--- config.mk ---
export PLATFORM = sky130hd
export DESIGN_NAME = tga_rle_pixel_decoder_flat
export DESIGN_NICKNAME = d
export VERILOG_FILES = /design/src/rtl/tga_rle_pkg.sv /design/src/rtl/tga_rle_in_if.sv /design/src/rtl/tga_rle_out_if.sv /design/src/rtl/tga_rle_cfg_if.sv /design/src/rtl/tga_rle_cfg_regs.sv /design/src/rtl/tga_rle_core.sv /design/src/rtl/tga_rle_pixel_decoder.sv /design/src/flat_wrapper.sv
export SDC_FILE = /design/constraint.sdc
export NUM_CORES = 1
export LEC_CHECK = 0
export ABC_AREA = 1
export BUFFER_PORTS_ARGS = -buffer_cell sky130_fd_sc_hd__buf_2
export CAP_MARGIN = 40
export CORE_ASPECT_RATIO = 1.4
export CORE_MARGIN = 5
export CORE_UTILIZATION = 55
export DETAILED_ROUTE_END_ITERATION = 12
export GPL_ROUTABILITY_DRIVEN = 0
export HOLD_SLACK_MARGIN = 0.08
export MAX_ROUTING_LAYER = met4
export PLACE_DENSITY = 0.72
export SLEW_MARGIN = 10
export SYNTH_ARGS = -nofsm -noshare
export SYNTH_HDL_FRONTEND = slang
export SYNTH_SLANG_ARGS = --single-unit
--- constraint.sdc ---
create_clock -name clk -period 21.6 [get_ports clk]
set_input_delay 4.32 -clock clk [delete_from_list [all_inputs] [get_ports clk]]
set_output_delay 4.32 -clock clk [all_outputs]
set_load 0.02 [all_outputs]
--- src/rtl/tga_rle_pkg.sv ---
// ----------------------------------------------------------------------------
// tga_rle_pkg
// shared types and constants of the run-length tga pixel decoder
// ----------------------------------------------------------------------------
package tga_rle_pkg;

  localparam int unsigned BYTE_W    = 8;
  localparam int unsigned DIM_W     = 16;
  localparam int unsigned PIXCNT_W  = 2 * DIM_W;
  localparam int unsigned SLOT_W    = 2;
  localparam int unsigned CFG_IDX_W = 2;

  // packet header split point and run bias
  localparam logic [BYTE_W-1:0] RUN_FLAG_MIN = 8'd128;
  localparam logic [BYTE_W-1:0] RUN_BIAS     = 8'd127;

  // last byte slot of a pixel: 24-bit and 32-bit pixels
  localparam logic [SLOT_W-1:0] LAST_SLOT_RGB  = 2'd2;
  localparam logic [SLOT_W-1:0] LAST_SLOT_RGBA = 2'd3;

  typedef enum logic [CFG_IDX_W-1:0] {
    REG_IMAGE_WIDTH   = 2'd0,
    REG_IMAGE_HEIGHT  = 2'd1,
    REG_ALPHA_PRESENT = 2'd2
  } cfg_reg_t;

  // configuration as seen by the decode core
  typedef struct packed {
    logic                alpha_present;
    logic [PIXCNT_W-1:0] total_pixels;
  } cfg_t;

endpackage

--- src/rtl/tga_rle_in_if.sv ---
// ----------------------------------------------------------------------------
// tga_rle_in_if
// byte stream channel into the decoder
// ----------------------------------------------------------------------------
interface tga_rle_in_if;
  import tga_rle_pkg::*;

  logic              valid;
  logic              ready;
  logic [BYTE_W-1:0] data_byte;
  logic              start_of_image;

  modport source (output valid, output data_byte, output start_of_image, input ready);
  modport sink   (input valid, input data_byte, input start_of_image, output ready);
endinterface

--- src/rtl/tga_rle_out_if.sv ---
// ----------------------------------------------------------------------------
// tga_rle_out_if
// pixel result channel out of the decoder
// ----------------------------------------------------------------------------
interface tga_rle_out_if;
  import tga_rle_pkg::*;

  logic              valid;
  logic              ready;
  logic [BYTE_W-1:0] red;
  logic [BYTE_W-1:0] green;
  logic [BYTE_W-1:0] blue;
  logic [BYTE_W-1:0] alpha;
  logic [BYTE_W-1:0] repeat_res;
  logic              image_done;
  logic              overrun_error;

  modport source (output valid, output red, output green, output blue, output alpha,
                  output repeat_res, output image_done, output overrun_error,
                  input ready);
  modport sink   (input valid, input red, input green, input blue, input alpha,
                  input repeat_res, input image_done, input overrun_error,
                  output ready);
endinterface

--- src/rtl/tga_rle_cfg_if.sv ---
// ----------------------------------------------------------------------------
// tga_rle_cfg_if
// register write channel
// ----------------------------------------------------------------------------
interface tga_rle_cfg_if;
  import tga_rle_pkg::*;

  logic                 valid;
  logic                 ready;
  logic [CFG_IDX_W-1:0] index;
  logic [DIM_W-1:0]     data;

  modport source (output valid, output index, output data, input ready);
  modport sink   (input valid, input index, input data, output ready);
endinterface

--- src/rtl/tga_rle_cfg_regs.sv ---
// ----------------------------------------------------------------------------
// tga_rle_cfg_regs
// configuration registers and the registered pixel count of the image
// ----------------------------------------------------------------------------
module tga_rle_cfg_regs (
  input  logic               clk,
  input  logic               rst_n,
  tga_rle_cfg_if.sink        cfg_chan,
  output tga_rle_pkg::cfg_t  cfg
);
  import tga_rle_pkg::*;

  logic [DIM_W-1:0]    width_r,  width_nxt;
  logic [DIM_W-1:0]    height_r, height_nxt;
  logic                alpha_r,  alpha_nxt;
  logic [PIXCNT_W-1:0] total_r,  total_nxt;
  logic                wr;

  assign cfg_chan.ready = 1'b1;
  assign wr = cfg_chan.valid;

  // product is taken with the value being written so it is never stale
  always_comb begin
    width_nxt  = width_r;
    height_nxt = height_r;
    alpha_nxt  = alpha_r;
    if (wr) begin
      case (cfg_chan.index)
        REG_IMAGE_WIDTH:   width_nxt  = cfg_chan.data;
        REG_IMAGE_HEIGHT:  height_nxt = cfg_chan.data;
        REG_ALPHA_PRESENT: alpha_nxt  = cfg_chan.data[0];
        default: ;
      endcase
    end
    total_nxt = PIXCNT_W'(width_nxt) * PIXCNT_W'(height_nxt);
  end

  always_ff @(posedge clk) begin
    if (!rst_n) begin
      width_r  <= DIM_W'(1);
      height_r <= DIM_W'(1);
      alpha_r  <= 1'b0;
      total_r  <= PIXCNT_W'(1);
    end else if (wr) begin
      width_r  <= width_nxt;
      height_r <= height_nxt;
      alpha_r  <= alpha_nxt;
      total_r  <= total_nxt;
    end
  end

  assign cfg.alpha_present = alpha_r;
  assign cfg.total_pixels  = total_r;
endmodule

--- src/rtl/tga_rle_core.sv ---
// ----------------------------------------------------------------------------
// tga_rle_core
// input register, packet and pixel decode, result register
// ----------------------------------------------------------------------------
module tga_rle_core (
  input  logic              clk,
  input  logic              rst_n,
  input  tga_rle_pkg::cfg_t cfg,
  tga_rle_in_if.sink        in_chan,
  tga_rle_out_if.source     out_chan
);
  import tga_rle_pkg::*;

  // input register
  logic              in_vld_r;
  logic [BYTE_W-1:0] in_byte_r;
  logic              in_start_r;

  // decode state
  logic                expect_hdr_r,  expect_hdr_nxt;
  logic                run_mode_r,    run_mode_nxt;
  logic [BYTE_W-1:0]   raw_left_r,    raw_left_nxt;
  logic [SLOT_W-1:0]   byte_slot_r,   byte_slot_nxt;
  logic [31:0]         pix_bytes_r,   pix_bytes_nxt;
  logic [PIXCNT_W-1:0] emitted_r,     emitted_nxt;
  logic                stopped_r,     stopped_nxt;

  // result register
  logic              out_vld_r, out_vld_nxt;
  logic [BYTE_W-1:0] red_r, green_r, blue_r, alpha_r, rep_r;
  logic              done_r, ovr_r;
  logic [BYTE_W-1:0] rep_nxt;
  logic              done_nxt, ovr_nxt, produce;

  logic              adv;
  logic              eh, st;
  logic [PIXCNT_W-1:0] em;
  logic [SLOT_W-1:0] slot, last_slot;
  logic [BYTE_W-1:0] count;
  logic [PIXCNT_W:0] need;
  logic [31:0]       pb;

  assign adv            = in_vld_r && (!out_vld_r || out_chan.ready);
  assign in_chan.ready  = !in_vld_r || adv;

  always_ff @(posedge clk) begin
    if (!rst_n) begin
      in_vld_r <= 1'b0;
    end else if (in_chan.ready) begin
      in_vld_r <= in_chan.valid;
    end
  end

  always_ff @(posedge clk) begin
    if (in_chan.ready && in_chan.valid) begin
      in_byte_r  <= in_chan.data_byte;
      in_start_r <= in_chan.start_of_image;
    end
  end

  always_comb begin
    // start flag restarts decoding before the byte is looked at
    eh   = in_start_r ? 1'b1 : expect_hdr_r;
    st   = in_start_r ? 1'b0 : stopped_r;
    em   = in_start_r ? '0   : emitted_r;
    slot = in_start_r ? '0   : byte_slot_r;

    expect_hdr_nxt = eh;
    run_mode_nxt   = run_mode_r;
    raw_left_nxt   = raw_left_r;
    byte_slot_nxt  = slot;
    pix_bytes_nxt  = pix_bytes_r;
    emitted_nxt    = em;
    stopped_nxt    = st;

    produce  = 1'b0;
    rep_nxt  = '0;
    done_nxt = 1'b0;
    ovr_nxt  = 1'b0;

    last_slot = cfg.alpha_present ? LAST_SLOT_RGBA : LAST_SLOT_RGB;
    count     = (in_byte_r < RUN_FLAG_MIN) ? in_byte_r + 8'd1 : in_byte_r - RUN_BIAS;
    need      = {1'b0, em} + (PIXCNT_W+1)'(count);
    pb        = (slot == '0) ? 32'd0 : pix_bytes_r;

    if (st) begin
      // ignore bytes until the next start flag
    end else if (eh) begin
      run_mode_nxt = (in_byte_r >= RUN_FLAG_MIN);
      if (need > {1'b0, cfg.total_pixels}) begin
        produce     = 1'b1;
        ovr_nxt     = 1'b1;
        stopped_nxt = 1'b1;
      end else begin
        raw_left_nxt   = count;
        byte_slot_nxt  = '0;
        pix_bytes_nxt  = '0;
        expect_hdr_nxt = 1'b0;
      end
    end else begin
      case (slot)
        2'd0:    pb[7:0]   = in_byte_r;
        2'd1:    pb[15:8]  = in_byte_r;
        2'd2:    pb[23:16] = in_byte_r;
        default: pb[31:24] = in_byte_r;
      endcase
      pix_bytes_nxt = pb;
      if (slot < last_slot) begin
        byte_slot_nxt = slot + 2'd1;
      end else begin
        byte_slot_nxt = '0;
        if (run_mode_r) begin
          rep_nxt      = raw_left_r;
          raw_left_nxt = '0;
        end else begin
          rep_nxt      = 8'd1;
          raw_left_nxt = raw_left_r - 8'd1;
        end
        emitted_nxt = em + PIXCNT_W'(rep_nxt);
        if (raw_left_nxt == '0) expect_hdr_nxt = 1'b1;
        done_nxt = (emitted_nxt == cfg.total_pixels);
        if (done_nxt) stopped_nxt = 1'b1;
        produce = 1'b1;
      end
    end

    out_vld_nxt = adv ? produce : (out_vld_r && !out_chan.ready);
  end

  always_ff @(posedge clk) begin
    if (!rst_n) begin
      expect_hdr_r <= 1'b1;
      run_mode_r   <= 1'b0;
      raw_left_r   <= '0;
      byte_slot_r  <= '0;
      pix_bytes_r  <= '0;
      emitted_r    <= '0;
      stopped_r    <= 1'b0;
      out_vld_r    <= 1'b0;
    end else begin
      out_vld_r <= out_vld_nxt;
      if (adv) begin
        expect_hdr_r <= expect_hdr_nxt;
        run_mode_r   <= run_mode_nxt;
        raw_left_r   <= raw_left_nxt;
        byte_slot_r  <= byte_slot_nxt;
        pix_bytes_r  <= pix_bytes_nxt;
        emitted_r    <= emitted_nxt;
        stopped_r    <= stopped_nxt;
      end
    end
  end

  // result payload, zero on an overrun
  always_ff @(posedge clk) begin
    if (adv && produce) begin
      red_r   <= ovr_nxt ? '0 : pb[23:16];
      green_r <= ovr_nxt ? '0 : pb[15:8];
      blue_r  <= ovr_nxt ? '0 : pb[7:0];
      alpha_r <= (ovr_nxt || !cfg.alpha_present) ? '0 : pb[31:24];
      rep_r   <= rep_nxt;
      done_r  <= done_nxt;
      ovr_r   <= ovr_nxt;
    end
  end

  assign out_chan.valid         = out_vld_r;
  assign out_chan.red           = red_r;
  assign out_chan.green         = green_r;
  assign out_chan.blue          = blue_r;
  assign out_chan.alpha         = alpha_r;
  assign out_chan.repeat_res    = rep_r;
  assign out_chan.image_done    = done_r;
  assign out_chan.overrun_error = ovr_r;
endmodule

--- src/rtl/tga_rle_pixel_decoder.sv ---
// a byte that ends a pixel or an overrun header passes the input register and then the
//   result register, which it enters once that register is free or its result transfers
// throughput: one byte per cycle unless a waiting result stalls the input, set by the state update of the decode core
// while a result waits in the output register one more byte is taken into the input
//   register, then the input stalls until that result transfers
// reset: synchronous active-low rst_n; width and height 1, no alpha, waiting for a header
// ----------------------------------------------------------------------------
// tga_rle_pixel_decoder
// run-length tga (type 10) pixel data decoder, one byte in, one pixel run out
// ----------------------------------------------------------------------------
module tga_rle_pixel_decoder (
  input  logic          clk,
  input  logic          rst_n,
  tga_rle_cfg_if.sink   cfg_chan,
  tga_rle_in_if.sink    in_chan,
  tga_rle_out_if.source out_chan
);
  import tga_rle_pkg::*;

  // alpha flag and width*height, the product is refreshed on every register write
  cfg_t cfg;

  tga_rle_cfg_regs u_cfg_regs (
    .clk      (clk),
    .rst_n    (rst_n),
    .cfg_chan (cfg_chan),
    .cfg      (cfg)
  );

  // packet header parse, byte gathering in b,g,r(,a) order, run counting,
  // overrun check before any pixel of a packet is emitted
  tga_rle_core u_core (
    .clk      (clk),
    .rst_n    (rst_n),
    .cfg      (cfg),
    .in_chan  (in_chan),
    .out_chan (out_chan)
  );
endmodule

--- src/flat_wrapper.sv ---
// flat-port wrapper written by rule: the top's interface ports become plain ports
module tga_rle_pixel_decoder_flat import tga_rle_pkg::*;
  (clk, rst_n, cfg_chan_valid, cfg_chan_index, cfg_chan_data, cfg_chan_ready, in_chan_valid, in_chan_data_byte, in_chan_start_of_image, in_chan_ready, out_chan_valid, out_chan_red, out_chan_green, out_chan_blue, out_chan_alpha, out_chan_repeat_res, out_chan_image_done, out_chan_overrun_error, out_chan_ready);
  tga_rle_cfg_if cfg_chan_i ();
  tga_rle_in_if in_chan_i ();
  tga_rle_out_if out_chan_i ();
  input  logic clk;
  input  logic rst_n;
  input wire logic [$bits(cfg_chan_i.valid)-1:0] cfg_chan_valid;
  input wire logic [$bits(cfg_chan_i.index)-1:0] cfg_chan_index;
  input wire logic [$bits(cfg_chan_i.data)-1:0] cfg_chan_data;
  output wire logic [$bits(cfg_chan_i.ready)-1:0] cfg_chan_ready;
  input wire logic [$bits(in_chan_i.valid)-1:0] in_chan_valid;
  input wire logic [$bits(in_chan_i.data_byte)-1:0] in_chan_data_byte;
  input wire logic [$bits(in_chan_i.start_of_image)-1:0] in_chan_start_of_image;
  output wire logic [$bits(in_chan_i.ready)-1:0] in_chan_ready;
  output wire logic [$bits(out_chan_i.valid)-1:0] out_chan_valid;
  output wire logic [$bits(out_chan_i.red)-1:0] out_chan_red;
  output wire logic [$bits(out_chan_i.green)-1:0] out_chan_green;
  output wire logic [$bits(out_chan_i.blue)-1:0] out_chan_blue;
  output wire logic [$bits(out_chan_i.alpha)-1:0] out_chan_alpha;
  output wire logic [$bits(out_chan_i.repeat_res)-1:0] out_chan_repeat_res;
  output wire logic [$bits(out_chan_i.image_done)-1:0] out_chan_image_done;
  output wire logic [$bits(out_chan_i.overrun_error)-1:0] out_chan_overrun_error;
  input wire logic [$bits(out_chan_i.ready)-1:0] out_chan_ready;
  assign cfg_chan_i.valid = cfg_chan_valid;
  assign cfg_chan_i.index = cfg_chan_index;
  assign cfg_chan_i.data = cfg_chan_data;
  assign cfg_chan_ready = cfg_chan_i.ready;
  assign in_chan_i.valid = in_chan_valid;
  assign in_chan_i.data_byte = in_chan_data_byte;
  assign in_chan_i.start_of_image = in_chan_start_of_image;
  assign in_chan_ready = in_chan_i.ready;
  assign out_chan_valid = out_chan_i.valid;
  assign out_chan_red = out_chan_i.red;
  assign out_chan_green = out_chan_i.green;
  assign out_chan_blue = out_chan_i.blue;
  assign out_chan_alpha = out_chan_i.alpha;
  assign out_chan_repeat_res = out_chan_i.repeat_res;
  assign out_chan_image_done = out_chan_i.image_done;
  assign out_chan_overrun_error = out_chan_i.overrun_error;
  assign out_chan_i.ready = out_chan_ready;
  tga_rle_pixel_decoder u_core (.clk(clk), .rst_n(rst_n), .cfg_chan(cfg_chan_i), .in_chan(in_chan_i), .out_chan(out_chan_i));
endmodule
==> out/metrics.csv, run 1 <==
metric,value,unit
buffer depth of the longest clock path,2,
Total Nets Final,3399,
number of H-tree branching levels,4,
maximum number of pins on one net before global-route repair,67,
ys async rst share,0,%
kind of start point of the critical path,primary input,
count of input and output buffers,75,
Max stage delay on crit path,0.64,ns
via count of the first global-routing pass,20740,
result of the run,finished clean,
Worst-Skew Late Latency,0.49,ns
grt ovf,0,
total CTS buffers,17,
Crit. End Element,flip-flop,
die outline area,42700,um^2
layout-stage area growth over the synthesis result,6.16,%
required time of the critical path,21.97,ns
width of the die,176,um
cells taking the most area after synthesis,"sky130_fd_sc_hd__fa_1, sky130_fd_sc_hd__dfxtp_1, sky130_fd_sc_hd__nand2_1, sky130_fd_sc_hd__inv_1, sky130_fd_sc_hd__ha_1",
number of antenna diodes,0,
final worst-path cycle share,55.2,%
count of hold-fix buffers inserted at cts,0,
total setup buffers inserted after CTS,0,
Setup CP Type,in2reg,
number of vias in the routed layout,19968,
Mapped Area,21200,um^2
path type of the worst min-delay path,reg2reg,
CTS sink cnt,195,
most common library cell in the layout ignoring fill and taps,sky130_fd_sc_hd__nand2_1,
clock tree root driver cell,sky130_fd_sc_hd__clkbuf_16,
area share of the largest cell type after synthesis,18.5,%
Least-Margin Pin Slew,0.998,ns
number of flops mapped to enable cells by yosys,51,
DRC errors left,0,
DRC marker count from the first detailed-route iteration,1595,
height of the die,242,um
crit path DAT,12.28,ns
"leading cell types in the layout, fill and taps excluded","sky130_fd_sc_hd__nand2_1, sky130_fd_sc_hd__inv_1, sky130_fd_sc_hd__nor2_1",
leakage component of the power,11.5,nW
CORE AREA,38300,um^2
number of cell rows,85,
Post-Syn Nets,3378,
total routing usage reported by global routing,31.5,%
Clock Skew,0.0226,ns
number of I/O pins,77,
"Setup violations, final",0,
TritonCTS clock tree,done,
final setup TNS,0,ns
number of warning messages in the yosys log,0,
Power Total,1.28,mW
Maximum Capacitance Violations,0,
number of antenna violations at the first check in global routing,0,
ratio of total power to cell area,56.9,nW/um^2
share of synthesized area occupied by flip-flops and latches,20.8,%
largest driver fanout on the critical path,18,
worst rel slew slack,33.0,%
first-pass iteration count of the detailed router,7,
Resized cells post-CTS,0,
highest achievable clock rate,83.9,MHz
WL final,64.7,mm
WL/cell,18.5,um
number of vias per cell after detailed routing,5.70,
predominant post-synthesis flop cell,sky130_fd_sc_hd__dfxtp_1,
number of instances in the synthesized netlist,2991,
number of failing hold endpoints at the final stage,0,
post-route ant nets,0,
wire length of the first global-routing pass,104,mm
Final Slew Violations,0,
starting density of the core,55.4,%
slowest stage cell on the critical path,sky130_fd_sc_hd__clkinv_1,
count of different cell masters after synthesis,53,
Post-Syn Area per Cell,7.09,um^2
largest area contributor in the synthesized netlist,sky130_fd_sc_hd__fa_1,
total half-perimeter wirelength after legalization and detailed placement,51.3,mm
setup repair after global routing missed its margin,false,
worst voltage drop across the vdd grid,0.0589,mV
Final Critical Period,11.91,ns
post-synthesis sequential element count,195,
register clock-pin slew on the reported worst setup and hold paths,0.08,ns
share of final-layout standard cells stronger than drive strength 1,7.74,%
-- power by group --
part	switching, mW	total (mW)	internal (mW)
clock network	0.169	0.324	0.155
registers	0.0174	0.420	0.403
logic	0.354	0.536	0.182
total	0.541	1.28	0.739
-- registers in the layout, summed over array words and instances (netlist names), 2 cells and up --
signal and count:
u_core.u_cfg_regs.height_r 16, u_core.u_cfg_regs.total_r 32, u_core.u_cfg_regs.width_r 16, u_core.u_core.byte_slot_r 2, u_core.u_core.emitted_r 32, u_core.u_core.in_byte_r 8
u_core.u_core.out_chan.alpha 8, u_core.u_core.out_chan.blue 8, u_core.u_core.out_chan.green 8, u_core.u_core.out_chan.red 8, u_core.u_core.out_chan.repeat_res 8, u_core.u_core.pix_bytes_r 32
u_core.u_core.raw_left_r 8
-- critical path: cells and delay by family --
kind            cells  cell delay (ns)
fa+ha+maj           7             3.32
buf+inv             9             1.55
simple gates        9             1.57
compound gates      6             1.50
-- final timing paths --
| path | from | end | slack, ns | depth (start not counted) |
|---|---|---|---|---|
| max | cfg_chan_valid | u_core.u_cfg_regs.total_r[26] | 9.69 | 31 |
| min | u_core.u_core.pix_bytes_r[4] | u_core.u_core.pix_bytes_r[4] | 0.46 | 2 |
| min reg2reg | u_core.u_core.pix_bytes_r[4] | u_core.u_core.pix_bytes_r[4] | 0.46 | 2 |
| max reg2reg | u_core.u_cfg_regs.width_r[10] | u_core.u_cfg_regs.total_r[26] | 14.46 | 26 |
-- layout make-up --
cell class              count  area, um^2
flip-flops and latches    195        4410
well taps                 478         598
inverters                 571        2140
repair buffers            100         561
clock buffers              17         425
multi-input cells        2127       14200
clock inverters            15         160
fillers                  3595       15800
-- per-stage QoR --
step	hold WS (ns)	util [%]	cells	area [um^2]	worst slack, ns
3_3_place_gp	0.448	57.2	3466	21900	9.50
6_report	0.464	58.8	3503	22500	9.69
5_1_grt	0.490	58.8	3503	22500	9.06
4_1_cts	0.466	58.8	3502	22500	9.84
2_1_floorplan	0.437	-	2991	21200	10.77
3_5_place_dp	0.453	57.3	3470	21900	9.32
-- synth_stat cells (all sizes together), types with 9 or more instances --
cell	number
nand2	644
inv	561
nor2	352
a21oi	220
fa	196
o21ai	180
nand3	168
ha	159
dfxtp	144
clkbuf	77
edfxtp	51
xor2	50
or2	39
o211ai	23
buf	21
nor3	18
nand4	17
a221oi	16
clkinv	10
a31oi	9
-- routing by layer --
metal	GRT usage (%)	routed length [um]	vias up
met2	53.7	32100	911
met4	25.9	6260	0
met5	-	0	-
li1	-	-	9412
met3	4.65	3800	351
met1	31.5	22500	9294
-- logic make-up (layout without fill, tap and decap cells) --
logic type,count (synthesis),count (layout),synth area share [%]
AOI/OAI and AO/OA,465,465,12.2
adders and majority gates,355,355,27.9
DFF,195,195,20.8
xor gates and xnor gates,57,57,2.35
buffers and inverters,669,703,12.2
and+or+nand+nor,1249,1249,24.6
other,1,1,0.0177
No activity file was read; power rests on OpenSTA's default activity.
==> inputs of run 2 (changes only) <==
--- a/config.mk
+++ b/config.mk
@@ -15,7 +15,7 @@
 export GPL_ROUTABILITY_DRIVEN = 0
 export HOLD_SLACK_MARGIN = 0.08
 export MAX_ROUTING_LAYER = met4
-export PLACE_DENSITY = 0.72
+export PLACE_DENSITY = 0.75
 export SLEW_MARGIN = 10
 export SYNTH_ARGS = -nofsm -noshare
 export SYNTH_HDL_FRONTEND = slang
==> constraint.sdc (replaced) <==
create_clock -name clk -period 9.8 [get_ports clk]
set_input_delay 1.96 -clock clk [delete_from_list [all_inputs] [get_ports clk]]
set_output_delay 1.96 -clock clk [all_outputs]
set_load 0.02 [all_outputs]
==> out/metrics.csv, run 2 (synthesis results as in run 1) <==
metric,value,unit,change
result of the run,finished clean,,
Final Slew Violations,0,,unchanged
largest driver fanout on the critical path,18,,unchanged
Cell Int Power,1.65,mW,+120%
slowest stage cell on the critical path,sky130_fd_sc_hd__fa_1,,
total setup buffers inserted after CTS,0,,unchanged
"Design Area, Final",22600,um^2,+0.50%
share of final-layout standard cells stronger than drive strength 1,8.18,%,+0.45 points
layout-stage area growth over the synthesis result,6.69,%,
clock tree root driver cell,sky130_fd_sc_hd__clkbuf_16,,
via count of the first global-routing pass,20372,,-1.8%
width of the die,176,um,unchanged
total half-perimeter wirelength after legalization and detailed placement,49.9,mm,-2.6%
Final Critical Period,8.87,ns,
number of vias in the routed layout,20173,,+1.0%
fraction of power spent switching nets,41.4,%,-0.84 points
Worst-Skew Late Latency,0.49,ns,about the same
first-pass iteration count of the detailed router,8,,+1
setup repair after global routing missed its margin,false,,
ratio of total power to cell area,125,nW/um^2,+120%
Least-Margin Pin Slew,1.03,ns,+0.0322 ns
WL/cell,18.2,um,-1.5%
CORE AREA,38300,um^2,unchanged
wire length of the first global-routing pass,103,mm,-0.90%
Max stage delay on crit path,0.53,ns,-0.11 ns
Resized cells post-CTS,0,,unchanged
crit path DAT,9.25,ns,-3.03 ns
number of antenna diodes,0,,unchanged
most common library cell in the layout ignoring fill and taps,sky130_fd_sc_hd__nand2_1,,
total routing usage reported by global routing,31.1,%,-0.34 points
leakage component of the power,11.6,nW,+0.56%
post-route ant nets,0,,unchanged
switching pwr,1.17,mW,+120%
register clock-pin slew on the reported worst setup and hold paths,0.08,ns,about the same
final setup TNS,0,ns,unchanged
WL final,64.1,mm,-0.95%
Total Nets Final,3417,,+0.53%
count of input and output buffers,75,,unchanged
most repeated library cell on the critical path,sky130_fd_sc_hd__inv_1,,
number of failing hold endpoints at the final stage,0,,unchanged
top flop regs,"u_core.u_cfg_regs.total_r (32), u_core.u_core.emitted_r (32), u_core.u_core.pix_bytes_r (32)",,
highest achievable clock rate,113,MHz,
die outline area,42700,um^2,unchanged
number of vias per cell after detailed routing,5.73,,+0.51%
Clock Skew,0.0198,ns,-0.00282 ns
grt ovf,0,,unchanged
number of cell rows,85,,unchanged
Setup CP Type,in2reg,,
number of H-tree branching levels,4,,unchanged
kind of start point of the critical path,primary input,,
count of hold-fix buffers inserted at cts,0,,unchanged
number of antenna violations at the first check in global routing,0,,unchanged
final worst-path cycle share,90.5,%,
Crit. End Element,flip-flop,,
"Setup violations, final",0,,unchanged
worst voltage drop across the vdd grid,0.120,mV,+100%
area of placed instances,22100,um^2,+0.59%
TritonCTS clock tree,done,,
share of power burned in registers,32.8,%,about the same
height of the die,242,um,unchanged
path type of the worst min-delay path,reg2reg,,
CTS sink cnt,195,,unchanged
number of I/O pins,77,,unchanged
DRC errors left,0,,unchanged
total CTS buffers,17,,unchanged
worst rel slew slack,30.6,%,-2.4 points
DRC marker count from the first detailed-route iteration,1933,,+21%
required time of the critical path,10.17,ns,-11.80 ns
starting density of the core,55.4,%,unchanged
Maximum Capacitance Violations,0,,unchanged
buffer depth of the longest clock path,2,,unchanged
"leading cell types in the layout, fill and taps excluded","sky130_fd_sc_hd__nand2_1, sky130_fd_sc_hd__inv_1, sky130_fd_sc_hd__nor2_1",,
Comb power frac,41.8,%,about the same
maximum number of pins on one net before global-route repair,67,,unchanged
part of the power in the clock network,25.4,%,about the same
[run 2: layout make-up]
cell class                 count  area, um^2
inverter                     571        2140
sequential                   195        4410
multi-input combinational   2127       14200
fill                        3509       15700
clock buffer                  20         447
timing repair buffer         118         693
tap                          478         598
clock inverter                12         119
[run 2: worst paths after layout]
kind / depth (start not counted) / slack, ns / start / end
max reg2reg: 26 / 3.06 / u_core.u_cfg_regs.width_r[4] / u_core.u_cfg_regs.total_r[26]
min: 2 / 0.48 / u_core.u_core.pix_bytes_r[4] / u_core.u_core.pix_bytes_r[4]
max: 32 / 0.93 / cfg_chan_valid / u_core.u_cfg_regs.total_r[26]
min reg2reg: 2 / 0.48 / u_core.u_core.pix_bytes_r[4] / u_core.u_core.pix_bytes_r[4]
[run 2: metrics by stage]
stage / hold WS (ns) / power [mW] / worst slack, ns / utilization [%] / instances
2_1_floorplan: 0.437 / 1.80 / 1.33 / - / 2991
3_3_place_gp: 0.448 / 2.05 / 0.571 / 57.6 / 3487
3_5_place_dp: 0.460 / 2.10 / 0.520 / 57.6 / 3487
4_1_cts: 0.471 / 2.81 / 1.04 / 59.1 / 3519
5_1_grt: 0.487 / 3.03 / 0.413 / 59.1 / 3521
6_report: 0.476 / 2.82 / 0.928 / 59.1 / 3521
[run 2: per-layer routing]
metal | routed length [um] | vias up | track usage [%]
met5 | 0 | - | -
met4 | 6430 | 0 | 25.1
met3 | 5000 | 378 | 5.89
met2 | 30700 | 1071 | 52.0
met1 | 21900 | 9263 | 31.6
li1 | - | 9461 | -
[run 2: power by group through the flow]
stage / Sequential (mW) / Combinational, mW / Clock [mW]
CTS: 0.925 / 1.16 / 0.725
finish: 0.927 / 1.18 / 0.717
global placement: 0.941 / 1.11 / 0
global route: 0.933 / 1.34 / 0.756
floorplan: 0.938 / 0.862 / 0
detailed placement: 0.943 / 1.15 / 0
[run 2: worst max-delay path: cells and delay by family]
kind / cells / cell delay (ns)
adders and majority gates: 7 / 3.24
AOI/OAI and AO/OA: 6 / 1.58
buffers and inverters: 10 / 1.38
and+or+nand+nor: 9 / 1.08
